**src/hw/rtl/kfri_pkg.sv**
```systemverilog
// shared types, constants and command tables for the keypad frame relay
package kfri_pkg;

  localparam int MAX_FRAME_DEF = 6;
  localparam int QUEUE_DEPTH   = 2;
  localparam int CMD_LEN       = 6;

  localparam int FUNC_W     = 3;
  localparam int CFG_W      = 16;
  localparam int CFG_IDX_W  = 1;
  localparam int INTERVAL_W = 16;
  localparam int COUNT_W    = 4;
  localparam int TLEN_W     = 3;

  localparam logic [7:0] BYTE_SOF   = 8'hAA;
  localparam logic [7:0] TYPE_LONG  = 8'hFF;
  localparam logic [7:0] TYPE_SHORT = 8'hF4;

  localparam logic [TLEN_W-1:0] LEN_LONG  = 3'd6;
  localparam logic [TLEN_W-1:0] LEN_SHORT = 3'd4;

  localparam logic [INTERVAL_W-1:0] INTERVAL_RST = 16'd100;
  localparam logic [COUNT_W-1:0]    COUNT_RST    = 4'd3;
  localparam logic [INTERVAL_W-1:0] TICKS_MAX    = 16'hFFFF;

  localparam logic PORT_BOX    = 1'b0;
  localparam logic PORT_KEYPAD = 1'b1;

  typedef enum logic [FUNC_W-1:0] {
    FUNC_KEYPAD = 3'd0,
    FUNC_BOX    = 3'd1,
    FUNC_TICK   = 3'd2,
    FUNC_UP     = 3'd3,
    FUNC_DOWN   = 3'd4
  } func_t;

  typedef enum logic [CFG_IDX_W-1:0] {
    REG_INTERVAL = 1'd0,
    REG_COUNT    = 1'd1
  } reg_idx_t;

  typedef enum logic [1:0] {
    JOB_BYTE     = 2'd0,
    JOB_FRAME    = 2'd1,
    JOB_CMD_UP   = 2'd2,
    JOB_CMD_DOWN = 2'd3
  } job_kind_t;

  // fixed move commands sent to the control box
  function automatic logic [7:0] cmd_byte(input logic down, input logic [2:0] idx);
    logic [7:0] b;
    case (idx)
      3'd0:    b = BYTE_SOF;
      3'd1:    b = TYPE_LONG;
      3'd2:    b = 8'h00;
      3'd3:    b = down ? 8'h60 : 8'h50;
      3'd4:    b = down ? 8'h29 : 8'h2B;
      3'd5:    b = down ? 8'h64 : 8'h08;
      default: b = 8'h00;
    endcase
    return b;
  endfunction

endpackage

```
**src/hw/rtl/kfri_front.sv**
```systemverilog
// front end: classifies items, assembles keypad frames, runs the inject timer
module kfri_front #(
  parameter int MAX_FRAME = kfri_pkg::MAX_FRAME_DEF,
  parameter int LEN_W     = 3,
  parameter int JOB_W     = 2 + LEN_W + 8 * MAX_FRAME
) (
  input  logic                           clk,
  input  logic                           rst,
  input  logic                           take,
  input  logic [kfri_pkg::FUNC_W-1:0]    func,
  input  logic [7:0]                     data_byte,
  input  logic                           cfg_we,
  input  logic [kfri_pkg::CFG_IDX_W-1:0] cfg_index,
  input  logic [kfri_pkg::CFG_W-1:0]     cfg_data,
  output logic                           job_valid,
  output logic [JOB_W-1:0]               job
);
  import kfri_pkg::*;

  localparam int FILL_W = $clog2(MAX_FRAME + 1);
  localparam int IDX_F  = $clog2(MAX_FRAME);

  logic [7:0]            store [MAX_FRAME];
  logic [FILL_W-1:0]     fill, fill_next;
  logic                  in_frame, in_frame_next;
  logic [TLEN_W-1:0]     tlen, tlen_next;
  logic                  injecting, injecting_next;
  logic                  inject_down, inject_down_next;
  logic [COUNT_W-1:0]    sends_done, sends_done_next;
  logic [INTERVAL_W-1:0] ticks, ticks_next;
  logic [INTERVAL_W-1:0] interval;
  logic [COUNT_W-1:0]    count;

  logic                  start;
  logic [FILL_W-1:0]     fill0, fill1;
  logic [TLEN_W-1:0]     tlen1;
  logic                  room;
  logic [INTERVAL_W-1:0] ticks1;
  logic                  store_we;
  job_kind_t             job_kind;
  logic [LEN_W-1:0]      job_len;
  logic [8*MAX_FRAME-1:0] job_bytes;

  assign start  = (data_byte == BYTE_SOF) && !in_frame;
  assign fill0  = start ? '0 : fill;
  assign room   = fill0 < FILL_W'(MAX_FRAME);
  assign fill1  = room ? fill0 + FILL_W'(1) : fill0;
  assign ticks1 = (ticks == TICKS_MAX) ? ticks : ticks + INTERVAL_W'(1);

  // type byte is the one just taken when the fill reaches two
  always_comb begin
    tlen1 = start ? '0 : tlen;
    if (fill1 == FILL_W'(2)) begin
      if (data_byte == TYPE_LONG) tlen1 = LEN_LONG;
      else if (data_byte == TYPE_SHORT) tlen1 = LEN_SHORT;
    end
  end

  // frame contents including the byte being written this cycle
  always_comb begin
    for (int i = 0; i < MAX_FRAME; i++) begin
      if (room && fill0 == FILL_W'(i)) job_bytes[i*8 +: 8] = data_byte;
      else job_bytes[i*8 +: 8] = store[i];
    end
  end

  always_comb begin
    fill_next        = fill;
    in_frame_next    = in_frame;
    tlen_next        = tlen;
    injecting_next   = injecting;
    inject_down_next = inject_down;
    sends_done_next  = sends_done;
    ticks_next       = ticks;
    store_we         = 1'b0;
    job_valid        = 1'b0;
    job_kind         = JOB_BYTE;
    job_len          = LEN_W'(1);
    if (take) begin
      case (func_t'(func))
        FUNC_KEYPAD: begin
          if (!injecting && (in_frame || start)) begin
            store_we      = room;
            in_frame_next = 1'b1;
            fill_next     = fill1;
            tlen_next     = tlen1;
            if (fill1 == FILL_W'(2) && tlen1 == '0) begin
              in_frame_next = 1'b0;
              fill_next     = '0;
            end else if (tlen1 != '0 && FILL_W'(tlen1) == fill1) begin
              job_valid     = 1'b1;
              job_kind      = JOB_FRAME;
              job_len       = LEN_W'(fill1);
              in_frame_next = 1'b0;
              fill_next     = '0;
            end else if (fill1 >= FILL_W'(MAX_FRAME)) begin
              in_frame_next = 1'b0;
              fill_next     = '0;
            end
          end
        end
        FUNC_BOX: begin
          job_valid = 1'b1;
        end
        FUNC_TICK: begin
          ticks_next = ticks1;
          if (injecting && ticks1 >= interval) begin
            if (sends_done < count) begin
              sends_done_next = sends_done + COUNT_W'(1);
              ticks_next      = '0;
              job_valid       = 1'b1;
              job_kind        = inject_down ? JOB_CMD_DOWN : JOB_CMD_UP;
              job_len         = LEN_W'(CMD_LEN);
            end else begin
              injecting_next = 1'b0;
            end
          end
        end
        FUNC_UP, FUNC_DOWN: begin
          injecting_next   = 1'b1;
          inject_down_next = (func_t'(func) == FUNC_DOWN);
          sends_done_next  = '0;
          ticks_next       = '0;
        end
        default: ;
      endcase
    end
  end

  // a passed-through byte always travels in the lowest byte lane
  assign job = {job_kind, job_len,
                (job_kind == JOB_BYTE) ? {job_bytes[8*MAX_FRAME-1:8], data_byte} : job_bytes};

  always_ff @(posedge clk) begin
    if (store_we) store[fill0[IDX_F-1:0]] <= data_byte;
  end

  always_ff @(posedge clk) begin
    if (rst) begin
      fill        <= '0;
      in_frame    <= 1'b0;
      tlen        <= '0;
      injecting   <= 1'b0;
      inject_down <= 1'b0;
      sends_done  <= '0;
      ticks       <= '0;
      interval    <= INTERVAL_RST;
      count       <= COUNT_RST;
    end else begin
      fill        <= fill_next;
      in_frame    <= in_frame_next;
      tlen        <= tlen_next;
      injecting   <= injecting_next;
      inject_down <= inject_down_next;
      sends_done  <= sends_done_next;
      ticks       <= ticks_next;
      if (cfg_we) begin
        case (reg_idx_t'(cfg_index))
          REG_INTERVAL: interval <= cfg_data[INTERVAL_W-1:0];
          REG_COUNT:    count    <= cfg_data[COUNT_W-1:0];
          default: ;
        endcase
      end
    end
  end

endmodule

```
**src/hw/rtl/kfri_queue.sv**
```systemverilog
// short job queue between the front end and the byte sender
module kfri_queue #(
  parameter int W     = 8,
  parameter int DEPTH = kfri_pkg::QUEUE_DEPTH
) (
  input  logic         clk,
  input  logic         rst,
  input  logic         push,
  input  logic [W-1:0] push_data,
  input  logic         pop,
  output logic         full,
  output logic         valid,
  output logic [W-1:0] data
);
  import kfri_pkg::*;

  localparam int PTR_W = (DEPTH > 1) ? $clog2(DEPTH) : 1;
  localparam int CNT_W = $clog2(DEPTH + 1);

  logic [W-1:0]     entries [DEPTH];
  logic [PTR_W-1:0] wr_ptr, rd_ptr;
  logic [CNT_W-1:0] count;
  logic             do_push, do_pop;

  assign full    = count == CNT_W'(DEPTH);
  assign valid   = count != '0;
  assign data    = entries[rd_ptr];
  assign do_push = push && !full;
  assign do_pop  = pop && valid;

  always_ff @(posedge clk) begin
    if (do_push) entries[wr_ptr] <= push_data;
  end

  always_ff @(posedge clk) begin
    if (rst) begin
      wr_ptr <= '0;
      rd_ptr <= '0;
      count  <= '0;
    end else begin
      if (do_push) wr_ptr <= (wr_ptr == PTR_W'(DEPTH - 1)) ? '0 : wr_ptr + PTR_W'(1);
      if (do_pop) rd_ptr <= (rd_ptr == PTR_W'(DEPTH - 1)) ? '0 : rd_ptr + PTR_W'(1);
      case ({do_push, do_pop})
        2'b10:   count <= count + CNT_W'(1);
        2'b01:   count <= count - CNT_W'(1);
        default: ;
      endcase
    end
  end

endmodule

```
**src/hw/rtl/kfri_back.sv**
```systemverilog
// back end: walks one job at a time and sends its bytes in order
module kfri_back #(
  parameter int MAX_FRAME = kfri_pkg::MAX_FRAME_DEF,
  parameter int LEN_W     = 3,
  parameter int IDX_W     = 3,
  parameter int JOB_W     = 2 + LEN_W + 8 * MAX_FRAME
) (
  input  logic             clk,
  input  logic             rst,
  input  logic             q_valid,
  input  logic [JOB_W-1:0] q_data,
  output logic             q_pop,
  output logic             out_valid,
  input  logic             out_ready,
  output logic             out_port,
  output logic [7:0]       out_byte,
  output logic             out_last
);
  import kfri_pkg::*;

  logic                   cur_valid;
  job_kind_t              cur_kind;
  logic [LEN_W-1:0]       cur_len;
  logic [8*MAX_FRAME-1:0] cur_bytes;
  logic [IDX_W-1:0]       idx;
  logic                   xfer;

  assign out_valid = cur_valid;
  assign xfer      = cur_valid && out_ready;
  assign out_last  = (LEN_W'(idx) + LEN_W'(1)) == cur_len;
  assign q_pop     = q_valid && (!cur_valid || (xfer && out_last));

  always_comb begin
    out_port = PORT_BOX;
    out_byte = 8'h00;
    case (cur_kind)
      JOB_BYTE: begin
        out_port = PORT_KEYPAD;
        out_byte = cur_bytes[7:0];
      end
      JOB_FRAME:    out_byte = cur_bytes[idx*8 +: 8];
      JOB_CMD_UP:   out_byte = cmd_byte(1'b0, idx[2:0]);
      JOB_CMD_DOWN: out_byte = cmd_byte(1'b1, idx[2:0]);
      default: ;
    endcase
  end

  always_ff @(posedge clk) begin
    if (q_pop) begin
      cur_kind  <= job_kind_t'(q_data[JOB_W-1 -: 2]);
      cur_len   <= q_data[8*MAX_FRAME +: LEN_W];
      cur_bytes <= q_data[8*MAX_FRAME-1:0];
    end
  end

  always_ff @(posedge clk) begin
    if (rst) begin
      cur_valid <= 1'b0;
      idx       <= '0;
    end else if (q_pop) begin
      cur_valid <= 1'b1;
      idx       <= '0;
    end else if (xfer) begin
      if (out_last) cur_valid <= 1'b0;
      else idx <= idx + IDX_W'(1);
    end
  end

endmodule

```
**src/hw/rtl/keypad_frame_relay_injector.sv**
```systemverilog
// top level of the keypad frame relay with move command injection
//
//   channel  dir  handshake                    contents
//   s_axis   in   s_axis_tvalid/tready         tuser: func, tdata: data_byte
//   m_axis   out  m_axis_tvalid/tready         tuser: port, tdata: out_byte, tlast: last
//   cfg      in   cfg_we (no wait)             cfg_index selects register, cfg_data value
//
// the front end takes one input item per cycle while the job queue has room;
// the back end sends one byte per cycle while the output is ready; a frame is
// four or six bytes, an injected command six and a passed-through byte one
// rst is synchronous and clears all control state, with no clearing pass
// either side stalls alone: the queue holds up to two jobs between them
module keypad_frame_relay_injector #(
  parameter int MAX_FRAME = kfri_pkg::MAX_FRAME_DEF
) (
  input  logic                           clk,
  input  logic                           rst,
  input  logic                           s_axis_tvalid,
  output logic                           s_axis_tready,
  input  logic [7:0]                     s_axis_tdata,  // [7:0] data_byte
  input  logic [kfri_pkg::FUNC_W-1:0]    s_axis_tuser,  // [2:0] func
  output logic                           m_axis_tvalid,
  input  logic                           m_axis_tready,
  output logic [7:0]                     m_axis_tdata,  // [7:0] out_byte
  output logic                           m_axis_tuser,  // [0] port
  output logic                           m_axis_tlast,
  input  logic                           cfg_we,
  input  logic [kfri_pkg::CFG_IDX_W-1:0] cfg_index,
  input  logic [kfri_pkg::CFG_W-1:0]     cfg_data
);
  import kfri_pkg::*;

  localparam int RUN_MAX = (MAX_FRAME > CMD_LEN) ? MAX_FRAME : CMD_LEN;
  localparam int LEN_W   = $clog2(RUN_MAX + 1);
  localparam int IDX_W   = $clog2(RUN_MAX);
  localparam int JOB_W   = 2 + LEN_W + 8 * MAX_FRAME;

  logic             take;
  logic             job_valid;
  logic [JOB_W-1:0] job;
  logic             q_full, q_valid, q_pop;
  logic [JOB_W-1:0] q_data;

  assign s_axis_tready = !q_full;
  assign take          = s_axis_tvalid && s_axis_tready;

  kfri_front #(
    .MAX_FRAME(MAX_FRAME),
    .LEN_W    (LEN_W),
    .JOB_W    (JOB_W)
  ) u_front (
    .clk      (clk),
    .rst      (rst),
    .take     (take),
    .func     (s_axis_tuser),
    .data_byte(s_axis_tdata),
    .cfg_we   (cfg_we),
    .cfg_index(cfg_index),
    .cfg_data (cfg_data),
    .job_valid(job_valid),
    .job      (job)
  );

  kfri_queue #(
    .W    (JOB_W),
    .DEPTH(QUEUE_DEPTH)
  ) u_queue (
    .clk      (clk),
    .rst      (rst),
    .push     (job_valid),
    .push_data(job),
    .pop      (q_pop),
    .full     (q_full),
    .valid    (q_valid),
    .data     (q_data)
  );

  kfri_back #(
    .MAX_FRAME(MAX_FRAME),
    .LEN_W    (LEN_W),
    .IDX_W    (IDX_W),
    .JOB_W    (JOB_W)
  ) u_back (
    .clk      (clk),
    .rst      (rst),
    .q_valid  (q_valid),
    .q_data   (q_data),
    .q_pop    (q_pop),
    .out_valid(m_axis_tvalid),
    .out_ready(m_axis_tready),
    .out_port (m_axis_tuser),
    .out_byte (m_axis_tdata),
    .out_last (m_axis_tlast)
  );

endmodule
```
**config.mk**
```make
export PLATFORM = sky130hd
export DESIGN_NAME = keypad_frame_relay_injector
export DESIGN_NICKNAME = d
export VERILOG_FILES = /design/src/hw/rtl/kfri_pkg.sv /design/src/hw/rtl/kfri_front.sv /design/src/hw/rtl/kfri_queue.sv /design/src/hw/rtl/kfri_back.sv /design/src/hw/rtl/keypad_frame_relay_injector.sv
export SDC_FILE = /design/constraint.sdc
export NUM_CORES = 1
export LEC_CHECK = 0
export BUFFER_PORTS_ARGS = -buffer_cell sky130_fd_sc_hd__buf_2
export CAP_MARGIN = 30
export CORE_ASPECT_RATIO = 1.4
export CORE_MARGIN = 2
export CORE_UTILIZATION = 50
export CTS_CLUSTER_SIZE = 30
export DETAILED_ROUTE_END_ITERATION = 8
export PLACE_DENSITY = 0.81
export SYNTH_ARGS = -nofsm -noshare
export SYNTH_HDL_FRONTEND = slang
export SYNTH_SLANG_ARGS = --single-unit
```
**constraint.sdc**
```tcl
create_clock -name clk -period 6 [get_ports clk]
set_input_delay 0.3 -clock clk [delete_from_list [all_inputs] [get_ports clk]]
set_output_delay 0.3 -clock clk [all_outputs]
set_load 0.02 [all_outputs]
```
After elaboration in Yosys (flattened, before gate mapping)
Memories as Yosys holds them, arrays and structs flattened. A register that Yosys moved wholly into a read port is not among the register bits. Cells that the tools add are included. Widths: inputs -> output; s select.

Add/sub/neg operators: 8. $lt $le $gt $ge: 4. Equal/unequal tests: 29. Shifts and indexed selects: 1. Multiplexer cells: 68. Bitwise operators: 2. Reduce and logical (&&, ||, !) cells: 46.

Operators by type and width (count): $pmux 8 s5 (2); $mux 8 (7); $mux 16 (3); $shiftx 48x7->8 (1); $mux 3 (15); $pmux 16 s2 (1); $pmux 8 s4 (1); $mux 1 (26); $eq 8x8->1 const B (3); $eq 3x2->1 const B (6); $logic_and 1x1->1 (17); $add 16x1->16 const B (1); $eq 16x16->1 const B (1); $ge 16x16->1 (1); $eq 3x3->1 const B (5); $logic_not 3->1 (4); $reduce_and 2->1 (6); $mux 2 (5); $reduce_bool 2->1 (5); $eq 3x1->1 const B (3); $eq 2x2->1 const B (4); $mux 4 (2); $pmux 2 s2 (2); $pmux 4 s2 (1); 23 further kinds (36).

Flip-flop bits (word level): 57. Bits in writable memories: 154. Output and inout port bits: 12. Memories kept: 2.

Memory list: u_queue.entries (depth 2, width 53, read ports 1, clocked after Yosys merged registers in 1, write ports 1, line kfri_queue.sv:20) `logic [W-1:0] entries [DEPTH];`; u_front.store (depth 6, width 8, read ports 6, clocked after Yosys merged registers in 0, write ports 1, line kfri_front.sv:23) `logic [7:0] store [MAX_FRAME];`.

Depth between registers and ports, before layout
Depth after elaboration: 17. Depth in mapped cells: 23. Depth with buffers taken out: 19.

By module
From an unflattened synthesis, not the netlist that was laid out.

Cell total of the unflattened synthesis: 907. Area, all modules: 11959.0 sq um.

Modules (own cells, without submodules): kfri_front (times used 1, cells an instance 544, area an instance 5431.5 sq um, seq. area each 2422.3 sq um); kfri_queue (times used 1, cells an instance 191, area an instance 4036.4 sq um, seq. area each 3283.1 sq um); kfri_back (times used 1, cells an instance 170, area an instance 2481.1 sq um, seq. area each 1671.6 sq um); keypad_frame_relay_injector (times used 1, cells an instance 2, area an instance 10.0 sq um, seq. area each 0.0 sq um).

Worst setup path after synthesis
OpenSTA, ideal clock, no wires.

Kind: flip-flop to flip-flop. From: register u_back.idx[0]. To: register u_queue.count[1]. Library setup time: 0.071 ns. Arrival: 6.580 ns. Data required time: 5.929 ns. Slack: -0.650 ns. Cell stages (with the launch flop): 12. Path buffers: 2. Period minus slack after synthesis: 6.650 ns. Path through: dfxtp_1 buf_1 clkbuf_1 inv_1 ha_1 xor2_1 nor3_1 nand2_1 a21oi_1 ha_1 or3_1 a21oi_1.

Cells in the longest elaborated chain, start to end: 8. Elaborated cells between the ends (all ways): 10. Classes of those cells: add/sub (1); eq/ne (3); mux (1); reduce/logical (5).

RTL lines: start, declared (line kfri_back.sv:25) `logic [IDX_W-1:0] idx;`; start signal, assigned (line kfri_back.sv:65) `else idx <= idx + IDX_W'(1);`; $add 3x1->3 (*) (line kfri_back.sv:30) `assign out_last = (LEN_W'(idx) + LEN_W'(1)) == cur_len;`; $eq 3x3->1 (*) (line kfri_back.sv:30); named net m_axis_tlast (line keypad_frame_relay_injector.sv:26) `output logic m_axis_tlast,`; $logic_and 1x1->1 (*) (line kfri_back.sv:31) `assign q_pop = q_valid && (!cur_valid || (xfer && out_last));`; $logic_or 1x1->1 (*) (line kfri_back.sv:31); $logic_and 1x1->1 (*) (line kfri_back.sv:31); named net q_pop (line keypad_frame_relay_injector.sv:41) `logic q_full, q_valid, q_pop;`; $logic_and 1x1->1 (*) (line kfri_queue.sv:29) `assign do_pop = pop && valid;`; $eq 2x1->1 or $eq 2x2->1 (tied branches) (line kfri_queue.sv:43) `case ({do_push, do_pop})`; $pmux 2 s2 or $reduce_bool 2->1 (tied branches); end signal, assigned (line kfri_queue.sv:44) `2'b10: count <= count + CNT_W'(1);`; end signal, assigned (line kfri_queue.sv:45) `2'b01: count <= count - CNT_W'(1);`; end, declared (line kfri_queue.sv:22) `logic [CNT_W-1:0] count;`.

The timed path passes the listed nets; every way through them passes the cells marked *. A chain may end at the register's enable or synchronous reset.

Worst setup path after layout
From: register u_front.ticks[0]. To: register u_queue.count[1].

Cells in the longest elaborated chain, start to end: 10. Elaborated cells between the ends (all ways): 13. Classes of those cells: add/sub (1); order compare (1); eq/ne (3); mux (5); reduce/logical (3).

RTL lines: start, declared (line kfri_front.sv:30) `logic [INTERVAL_W-1:0] ticks, ticks_next;`; start signal, assigned (line kfri_front.sv:156) `ticks <= ticks_next;`; $add 16x1->16 or $eq 16x16->1 (tied branches) (line kfri_front.sv:48) `assign ticks1 = (ticks == TICKS_MAX) ? ticks : ticks + INTERVAL_W'(1);`; $mux 16 (*) (line kfri_front.sv:48); $ge 16x16->1 (*) (line kfri_front.sv:107) `if (injecting && ticks1 >= interval) begin`; $logic_and 1x1->1 (*) (line kfri_front.sv:107); $mux 1 (*) (line kfri_front.sv:107); $pmux 1 s3 (*) (line kfri_front.sv:80) `case (func_t'(func))`; $mux 1 (*) (line kfri_front.sv:79) `if (take) begin`; $logic_and 1x1->1 (*) (line kfri_queue.sv:28) `assign do_push = push && !full;`; $eq 2x1->1 or $eq 2x2->1 (tied branches) (line kfri_queue.sv:43); $pmux 2 s2 or $reduce_bool 2->1 (tied branches).

Every way passes the cells marked *; elsewhere a longest branch is shown, timed or not.

==> impl_metrics.toml <==
[critical_path]
reg2reg_to = "u_queue.count[1]$_SDFFE_PP0P_"
path_common_cell = "ha_1"
crit_slowest_cell = "or3_1"
reg2reg_from = "u_front.ticks[0]$_SDFFE_PP0P_"
path_class = "register to register"
max_stage_delay_ns = 0.55
endpoint_kind = "register"
startpoint_type = "register"
cp_data_arrival_time_ns = 5.60
crit_end = "u_queue.count[1]$_SDFFE_PP0P_"
cp_max_fo = 9
crit_start = "u_front.ticks[0]$_SDFFE_PP0P_"
required_ns = 6.46
ff2ff_path_depth = 17
r2r_slack_ns = 0.86
crit_chain = "ha_1, nand4_1, or3_1, nand4_1, nor2_1, xor2_1, ha_1, a21o_1, a21o_1, a21oi_1, o2111ai_1, and4_1, and3_1, a311oi_2, ha_1, or3_1, a21oi_1"

[cts]
clkLatencyLatePin_ns = 0.53
clkSinkCount = 264
cts_buffers = 24
post-cts-setup-buffers = 0
cts_max_level = 1
cts_tree = "yes"
path_clk_slew_ns = 0.07
clockBufferDepth = 3
cts-root-buf = "clkbuf_16"

[logic_synthesis]
synth.distinct_cells = 60
synth_fa_ha_area_frac = 0.03407
synth-compound-area-share = 0.08102
synth-simple-area-share = 0.09347
yosysSeqAreaShare = 0.6260
syn_area_per_cell_um2 = 13.26
synthArstFlopShare = 0
synth_warnings = 0
syn-num-nets = 951
syn_inst = 886
synth_edf_count = 207
syn-cell-area_um2 = 11750
ys_seq_elements = 264
synth_ff_type = "edfxtp_1"
synth-xor-area-share = 0.01416
synthMuxAreaShare = 0.1280
synth_top_family_by_area = "multiplexers"

[drt]
vias_per_cell = 5.633
drc = 0
wire_per_inst_um = 18.64
wl_mm = 23.56
drt_iter0_drc = 620
dr.pass1.iters = 5
num_vias = 7120
route.antenna.remaining_nets = 0

[power]
power.density_nw_per_um2 = 348.9
ir_drop_uv = 274.0
p_leak_nw = 4.652
total_power_mw = 4.627

[sta]
clock_skew_ns = 0.01779
worst_pin_slew_ns = 1.009
fin_setup_tns_ns = 0
min_period_ns = 5.142
hold_viol_final = 0
fmax_mhz = 194.5
rsz0062_at_grt = "false"
relSlewSlack = 0.3223
drv_slew = 0
fin_crit_sh = 0.8570
setup_slack_ns = 0.8578
timing.hold.ws_ns = 0.01513
setup_viol_count_final = 0

[grt]
grt_pass1_vias = 7295
grt_max_degree = 56
grt_pass1_wl_mm = 37.32
antenna_found_initial = 1
grt-ovfl-total = 0
grtUsageTotal = 0.1913

[layout]
final_cell_mix = "edfxtp_1 (207), mux2_2 (95), nand2_1 (76)"
synthToLayoutAreaGrowth_pct = 12.86
final_net_count = 1005
drive_gt1_frac = 0.2328
final_common_cell = "edfxtp_1"
diodes = 0

[die]
io_pins = 45
start_util = 0.5065
die_area_um2 = 24760
die_x_um = 133.6
rows = 66
coreArea_um2 = 23200
dieHeight_um = 185.4

[place]
gp_congestion = 0.9454
dp_hpwl_mm = 16.00
place_ws_ns = 0.7000
port_buffers = 44

[flow_run]
cap_violations = 0

[hold_path]
min_path_type = "input port to register"

[run_status]
outcome = "completed"
-- metal layers --
layer,up-vias,routed length [µm],global-route usage
li1,3416,-,-
met1,3455,8778,0.2016
met2,186,13020,0.3753
met3,61,984,0.02874
met4,2,768,0.08000
met5,-,13,0
-- area by class of cell --
type	instances	area, µm²
tap	306	382.9
inverter	34	127.6
clock inverter	18	219.0
timing repair buffer	65	420.4
multi-input combinational	551	4148
sequential	264	7358
fill	1750	9941
clock buffer	26	608.1
-- where the power goes --
group	switching, mW	internal [mW]	total, mW	leakage, nW
combinational	0.462	0.317	0.779	1.91
clock	0.669	0.919	1.59	0.409
sequential	0.0776	2.18	2.26	2.33
total	1.21	3.42	4.63	4.65
-- how the worst min path moves through the flow --
| stage | from | to | slack [ns] | cells after the start |
|---|---|---|---|---|
| floorplan | s_axis_tdata[0] | u_front.store[0][0]$_DFFE_PP_ | 0.40 | 0 |
| global placement | u_front.interval[11]$_SDFFE_PP0P_ | u_front.interval[11]$_SDFFE_PP0P_ | 0.44 | 2 |
| detailed placement | u_front.interval[11]$_SDFFE_PP0P_ | u_front.interval[11]$_SDFFE_PP0P_ | 0.45 | 2 |
| CTS | cfg_data[2] | u_front.interval[2]$_SDFFE_PP1P_ | 0.002 | 2 |
| global route | cfg_data[2] | u_front.interval[2]$_SDFFE_PP1P_ | 0.02 | 2 |
| finish | cfg_data[2] | u_front.interval[2]$_SDFFE_PP1P_ | 0.02 | 2 |
-- Yosys cell counts (5+ instances only) --
| library cell | n | area share |
|---|---|---|
| edfxtp_1 | 207 | 0.53 |
| mux2_2 | 95 | 0.091 |
| nand2_1 | 76 | 0.024 |
| dfxtp_1 | 57 | 0.097 |
| nor2_1 | 56 | 0.018 |
| a21oi_1 | 49 | 0.021 |
| inv_1 | 33 | 0.011 |
| ha_1 | 32 | 0.034 |
| o21ai_0 | 31 | 0.013 |
| clkbuf_1 | 29 | 0.0093 |
| nand3_1 | 15 | 0.0064 |
| nor3_1 | 14 | 0.0060 |
| xnor2_1 | 14 | 0.010 |
| nand4_1 | 11 | 0.0059 |
| mux2i_1 | 10 | 0.0085 |
| a21o_1 | 9 | 0.0057 |
| a22oi_1 | 9 | 0.0057 |
| mux4_2 | 9 | 0.017 |
| nand2b_1 | 9 | 0.0048 |
| or3_1 | 9 | 0.0048 |
| mux2_4 | 8 | 0.010 |
| a31oi_1 | 7 | 0.0037 |
| and2_1 | 7 | 0.0037 |
| and3_1 | 7 | 0.0037 |
| buf_1 | 7 | 0.0022 |
| a211o_1 | 6 | 0.0045 |
| nor2b_1 | 6 | 0.0032 |
| a211oi_1 | 5 | 0.0032 |
| o21a_1 | 5 | 0.0032 |
| xor2_1 | 5 | 0.0037 |
-- worst max-delay path: cells and delay by family (launching register included) --
family / cells / cell delay (ns)
compound gates: 6 / 1.45
fa+ha+maj: 3 / 0.93
simple gates: 7 / 2.06
xor+xnor: 1 / 0.15
flops: 1 / 0.46
-- through the flow --
stage          cells  utilization  area, µm²
2_1_floorplan    886            -      11760
4_1_cts         1264       0.5716      13260
3_3_place_gp    1212       0.5326      12360
6_report        1264       0.5716      13260
5_1_grt         1264       0.5716      13260
3_5_place_dp    1213       0.5329      12370
-- what timing repair did --
action / in CTS / in global routing
endpoints found under the hold margin: 7 / 0
hold buffers: 7 / 0
resized for setup: 0 / 0
-- cells by family after synthesis --
logic type,Yosys count
AO/OA/AOI/OAI,148
XOR/XNOR,19
adder cells (fa/ha/maj),32
buffers and inverters,71
flip-flops,264
multiplexers,123
AND/OR/NAND/NOR,229
-- flip-flops by register name, summed over array words and instances (netlist names), 4 cells and up --
name,count
u_queue.entries,106
u_back.cur_bytes,48
u_front.store,48
u_front.interval,16
u_front.ticks,16
u_front.count,4
u_front.sends_done,4
Power figures use the tool's default switching activity.
